## config.mk

```make
export PLATFORM = sky130hd
export DESIGN_NAME = lli_div_chain
export DESIGN_NICKNAME = d
export VERILOG_FILES = /design/src/hw/rtl/lli_pkg.sv /design/src/hw/rtl/lli_div_cell.sv /design/src/hw/rtl/lli_div_chain.sv
export SDC_FILE = /design/constraint.sdc
export NUM_CORES = 2
export LEC_CHECK = 0
export ABC_AREA = 1
export BUFFER_PORTS_ARGS = -buffer_cell sky130_fd_sc_hd__buf_2
export CAP_MARGIN = 5
export CORE_MARGIN = 1.5
export CORE_UTILIZATION = 40
export DETAILED_ROUTE_END_ITERATION = 12
export HOLD_SLACK_MARGIN = 0.03
export PLACE_DENSITY_LB_ADDON = 0.08
export SETUP_SLACK_MARGIN = 0.02
export SLEW_MARGIN = 20
export SYNTH_ARGS = -nofsm -noshare
export SYNTH_HDL_FRONTEND = slang
export SYNTH_SLANG_ARGS = --single-unit
```

## constraint.sdc

```tcl
create_clock -name clk -period 4.5 [get_ports clk]
set_clock_uncertainty 0.15 [all_clocks]
set_input_delay 0.225 -clock clk [delete_from_list [all_inputs] [get_ports clk]]
set_output_delay 0.225 -clock clk [all_outputs]
set_load 0.02 [all_outputs]
```

## src/hw/rtl/lli_pkg.sv

```systemverilog
// Shared constants for the line intersection datapath.
`timescale 1ns / 1ps
package lli_pkg;
  localparam int IN_W = 16;
  localparam int OUT_W = 32;
  localparam int QBITS = 32;
  localparam int CROSS_FRAC = 8;
  localparam int COORD_BITS_DEF = 16;
  localparam int FRAC_BITS_DEF = 16;
  localparam int LANES = 2;

  typedef struct packed {
    logic valid;
  } ctl_t;
endpackage

```

## src/hw/rtl/lli_div_cell.sv

```systemverilog
// One restoring-division step for two lanes, registered, with sideband.
`timescale 1ns / 1ps
module lli_div_cell #(
  parameter int DW = 8,
  parameter int SW = 1
) (
  input  logic                                             clk,
  input  logic                                             rst_n,
  input  lli_pkg::ctl_t                                    ctl_i,
  input  logic [lli_pkg::LANES-1:0][DW-1:0]                r_i,
  input  logic [lli_pkg::LANES-1:0][lli_pkg::QBITS-1:0]    nq_i,
  input  logic [DW-1:0]                                    d_i [lli_pkg::LANES],
  input  logic [SW-1:0]                                    side_i,
  output lli_pkg::ctl_t                                    ctl_o,
  output logic [lli_pkg::LANES-1:0][DW-1:0]                r_o,
  output logic [lli_pkg::LANES-1:0][lli_pkg::QBITS-1:0]    nq_o,
  output logic [DW-1:0]                                    d_o [lli_pkg::LANES],
  output logic [SW-1:0]                                    side_o
);
  logic [lli_pkg::LANES-1:0][DW-1:0] r_nxt;
  logic [lli_pkg::LANES-1:0][lli_pkg::QBITS-1:0] nq_nxt;
  lli_pkg::ctl_t ctl_r;
  logic [lli_pkg::LANES-1:0][DW-1:0] r_r;
  logic [lli_pkg::LANES-1:0][lli_pkg::QBITS-1:0] nq_r;
  logic [DW-1:0] d_r [lli_pkg::LANES];
  logic [SW-1:0] side_r;

  always_comb begin
    logic [DW:0] t;
    logic [DW:0] dd;
    r_nxt = '0;
    nq_nxt = '0;
    for (int l = 0; l < lli_pkg::LANES; l++) begin
      t = {r_i[l], nq_i[l][lli_pkg::QBITS-1]};
      dd = {1'b0, d_i[l]};
      if (t >= dd) begin
        r_nxt[l] = DW'(t - dd);
        nq_nxt[l] = {nq_i[l][lli_pkg::QBITS-2:0], 1'b1};
      end else begin
        r_nxt[l] = t[DW-1:0];
        nq_nxt[l] = {nq_i[l][lli_pkg::QBITS-2:0], 1'b0};
      end
    end
  end

  always_ff @(posedge clk) begin
    if (!rst_n) begin
      ctl_r <= '0;
    end else begin
      ctl_r <= ctl_i;
    end
  end

  always_ff @(posedge clk) begin
    r_r <= r_nxt;
    nq_r <= nq_nxt;
    d_r <= d_i;
    side_r <= side_i;
  end

  assign ctl_o = ctl_r;
  assign r_o = r_r;
  assign nq_o = nq_r;
  assign d_o = d_r;
  assign side_o = side_r;
endmodule

```

## src/hw/rtl/lli_div_chain.sv

```systemverilog
// Row of division cells giving a truncated quotient per lane.
`timescale 1ns / 1ps
module lli_div_chain #(
  parameter int DW = 8,
  parameter int SW = 1
) (
  input  logic                                             clk,
  input  logic                                             rst_n,
  input  lli_pkg::ctl_t                                    ctl_i,
  input  logic [lli_pkg::LANES-1:0][DW-1:0]                r_i,
  input  logic [lli_pkg::LANES-1:0][lli_pkg::QBITS-1:0]    nq_i,
  input  logic [DW-1:0]                                    d_i [lli_pkg::LANES],
  input  logic [SW-1:0]                                    side_i,
  output lli_pkg::ctl_t                                    ctl_o,
  output logic [lli_pkg::LANES-1:0][lli_pkg::QBITS-1:0]    q_o,
  output logic [SW-1:0]                                    side_o
);
  localparam int N = lli_pkg::QBITS;

  lli_pkg::ctl_t ctl_w [N+1];
  logic [lli_pkg::LANES-1:0][DW-1:0] r_w [N+1];
  logic [lli_pkg::LANES-1:0][lli_pkg::QBITS-1:0] nq_w [N+1];
  logic [DW-1:0] d_w [N+1][lli_pkg::LANES];
  logic [SW-1:0] side_w [N+1];

  assign ctl_w[0] = ctl_i;
  assign r_w[0] = r_i;
  assign nq_w[0] = nq_i;
  assign d_w[0] = d_i;
  assign side_w[0] = side_i;

  for (genvar k = 0; k < N; k++) begin : g_cell
    lli_div_cell #(.DW(DW), .SW(SW)) u_cell (
      .clk(clk), .rst_n(rst_n),
      .ctl_i(ctl_w[k]), .r_i(r_w[k]), .nq_i(nq_w[k]), .d_i(d_w[k]), .side_i(side_w[k]),
      .ctl_o(ctl_w[k+1]), .r_o(r_w[k+1]), .nq_o(nq_w[k+1]), .d_o(d_w[k+1]),
      .side_o(side_w[k+1])
    );
  end

  assign ctl_o = ctl_w[N];
  assign q_o = nq_w[N];
  assign side_o = side_w[N];
endmodule

```

==> summary.md <==
| Metric | Value |
|---|---|
| Outcome | completed |
| Post-synth ARST share | 0 |
| DR vias/cell | 4.29 |
| Final Hold Vio Count | 0 |
| Synth top area share | 0.634 |
| HP Class | reg -> reg |
| Smallest setup slack after layout | 1850 ps |
| Starting density of the core | 0.403 |
| RSZ-0062 raised after global routing | no |
| Fmax | ~0.38 GHz |
| Clock share of power | 0.293 |
| Worst Hold Depth | 0 |
| Final setup TNS | 0 ps |
| Worst slew pin tran | 511 ps |
| Yosys cell types | 35 |
| Setup CP Type | in -> reg |
| Final ANT Viol Nets | 0 |
| CP Launch Type | primary input |
| Flops & latches, synth | just over 3000 |
| Slew headroom | 0.659 |
| Layout cells sized above 1 | 0.0930 |
| Share of total power in sequential cells | 0.429 |
| Die height | approximately 500 µm |
| Top FF cell, synth | dfxtp_1 |
| Synth area leader | dfxtp_1 |
| Min Tclk post-route | 2650 ps |
| Post-CTS Setup Repair Bufs | 0 |
| Die X | 498 µm |
| Synth Area in Compound Gates | 0.0114 |
| I/O pin count | 166 |
| CP max stage delay | 600 ps |
| Clock Sinks | between 3000 and 4000 |
| Max-Cap Viols | 0 |
| Cts bufs inserted | 330 |
| Worst reg-to-reg path cell count | 10 |
| Critical path's slowest cell | dlygate4sd3_1 |
| CP bufs+invs | 5 |
| CTS Root Cell | clkbuf_16 |
| Die ar. | between 200000 and 250000 µm² |
| WP data arrival | 3330 ps |
| Adder-Cell Fraction of Synth Area | 0.0780 |
| GR Overflow Total | 0 |
| RR Endpoint | g_cell[16].u_cell.r_o[14] |
| Internal power | 60.8 mW |
| Max Root-Sink Buffers | 4 |
| Post-layout net count | 11400 |
| Power Total | ~90 mW |
| Initial DRC count | between 2000 and 3000 |
| Switching share of power | 0.325 |
| Utilization after layout | 0.475 |
| Pre-CTS WS | 2340 ps |
| Synth top area cells | dfxtp_1 63%, nand2_1 9.9%, ha_1 6.5%, inv_1 5.7%, nand3_1 4.6% |
| CTS tree | done |
| Final-report max-slew violation count | 0 |
| H-tree levels | 5 |
| Fin crit share | 0.590 |
| Largest family of logic cells by synthesized area | simple AND/OR/NAND/NOR gates |
| Core Rows | 181 |
| Largest net degree at the start of global routing | 33 |
| Critical Path RT | 5180 ps |
| WL per Instance | 12.7 µm |
| Combinational power share | 0.278 |
| CP top delay family | buffers and inverters |
| Critical-path cell list | dlygate4sd3_1, buf_2, inv_1, ha_1, nand2_1, nor2_1, nand2_1, nor2_1, nor2_2, nand3_1, dlygate4sd3_1, nand2_1, dlygate4sd3_1 |
| Synthesized area | 98100 µm² |
| PwrDens | 778 nW/µm² |
| Post-synth EDFFs | 0 |
| Multiplexer area fraction after synthesis | 0 |
| Hold_sp | g_cell[7].u_cell.nq_o[7] |
| Drt first pass iters | 6 |
| Reg clk slew, reported paths | 60 ps |
| Leakage Power | ~58 nW |
| Leading cell type by number of instances after synthesis | dfxtp_1 |
| Vias in the first global route | 60000 |
| Initial antenna violation count | 12 |
| Maximum vdd drop | 0.390 mV |
| Post-DP HPWL | between 100000 and 150000 µm |
| Core Footprint | between 200000 and 250000 µm² |
| Routability cong. | 0.853 |
| Syn avg cell area | 9.82 µm² |
| Psw | 29.3 mW |
| Ys Warns | 0 |
| Reg2Reg Setup Slack | between 2000 and 2500 ps |
| First-pass GRT wire length | 297000 µm |
| Syn nets | 10700 |
| DRC Markers | 0 |
| Area delta synth->final | 18.0% |
| Reg-to-Reg Start | g_cell[15].u_cell.d_o[6] |
| Critical path fanouts, max | 9 |
| DP Area | roughly 100000 µm² |
| Worst skew pair latency | 940 ps |
| I/O Buffers | 165 |
| GR Util All Layers | 0.144 |
| Post-synthesis sequential area ratio | 0.634 |
| Xor/xnor share of the synthesized area | 0.0166 |
| Final wirelength | 179000 µm |
| WHS Endpoint | g_cell[8].u_cell.nq_o[8] |
| Top post-synthesis cells by count | 3104 x dfxtp_1, 2592 x nand2_1, 1502 x inv_1, 898 x nand3_1, 512 x ha_1 |
| Synth Instances | about 10000 |
| Post-route cell area | about 120000 µm² |
| Synth Area in Simple Gates | 0.200 |
| Crit path capture type | register |
| Vias | 60600 |
| Setup-failing EPs final | 0 |
kinds of logic (layout without fill, tap and decap cells):
kind of cell    Yosys count  count (layout)
compound gates          203             203
fa+ha+maj               574             574
other cells               0               3
buf+inv                1550            2474
xor+xnor                186             186
flops                  3104            3104
simple gates           4369            4369
power by group through the flow:
| stage | Sequential, mW | Clock, mW | Combinational, mW |
|---|---|---|---|
| final | 38.6 | 26.4 | 25.0 |
| after global routing | 39.4 | 28.5 | 28.9 |
| after CTS | 38.8 | 27.4 | 25.2 |
| after detailed placement | 39.3 | 0 | 24.9 |
| after global placement | 39.4 | 0 | 24.8 |
| after floorplan | 38.0 | 0 | 19.7 |
registers in the layout (all words and copies together), names as in the netlist:
name / flops
g_cell.u_cell.d_o: 496
g_cell.u_cell.r_o: 496
g_cell.u_cell.nq_o: 2048
g_cell.u_cell.ctl_o: 32
g_cell.u_cell.side_o: 32
stage by stage:
step / cells / hold slack (ps)
after floorplan: 9986 / 103
after global placement: 13300 / 160
after detailed placement: 13300 / 162
after CTS: 14100 / 112
after global routing: 14100 / 111
final: 14100 / 116
per-layer routing:
layer / global-route usage / part of all wire / vias up / wire (µm)
met5: 0 / 0 / - / 0
met4: 0.0510 / 0.030 / 0 / 5410
met3: 0.0254 / 0.036 / 400 / 6450
met2: 0.238 / 0.45 / 876 / 80800
met1: 0.187 / 0.48 / 27100 / 86100
li1: - / - / 32200 / -
cell usage in the layout (no fill, tap or decap), types with 4 or more instances in the layout:
master	instances
or2_1	16
clkinv_1	12
xor2_1	106
nand2_2	152
nand3b_1	28
clkbuf_16	330
inv_6	9
nand2_8	16
nand3_1	898
clkbuf_8	60
a21oi_2	24
inv_1	1502
clkbuf_1	61
dlygate4sd3_1	228
nand4_1	112
clkinv_4	7
clkinv_2	45
bufinv_16	27
nor2_2	50
ha_1	512
nor2_1	318
fa_1	62
clkinv_8	4
buf_2	165
nor3_1	64
and2_1	5
nand2_4	78
xnor2_1	80
or2_0	16
clkinvlp_4	17
inv_2	4
dfxtp_1	3104
and2_4	11
nand2_1	2592
a21oi_1	176
repair_timing:
action | 4_1_cts | 5_1_grt
hold endpoints to repair | 129 | 0
hold buffers | 228 | 0
resized for setup | 0 | 0
endpoints found under the setup margin | 0 | 0
worst max-delay path by stage:
stage	startpoint	endpoint	depth (start not counted)
2_1_floorplan	g_cell[20].u_cell.d_o[11]	g_cell[21].u_cell.r_o[7]	10
3_3_place_gp	g_cell[11].u_cell.d_o[10]	g_cell[12].u_cell.r_o[0]	10
3_5_place_dp	g_cell[11].u_cell.d_o[10]	g_cell[12].u_cell.r_o[0]	10
4_1_cts	r_i[5]	g_cell[0].u_cell.r_o[6]	12
5_1_grt	d_i[10]	g_cell[0].u_cell.r_o[6]	13
6_report	d_i[10]	g_cell[0].u_cell.r_o[6]	13
final cells by class:
cell class | count | area, µm²
well taps | 3202 | 4010
repair buffers | 393 | 3110
clock inverters | 112 | 1440
multi-input cells | 5332 | 30000
flip-flops and latches | 3104 | 62100
fillers | 22500 | 128000
diodes | 3 | 7.51
clock buffers | 451 | 9310
inverters | 1518 | 5700
Power figures use the tool's default switching activity.
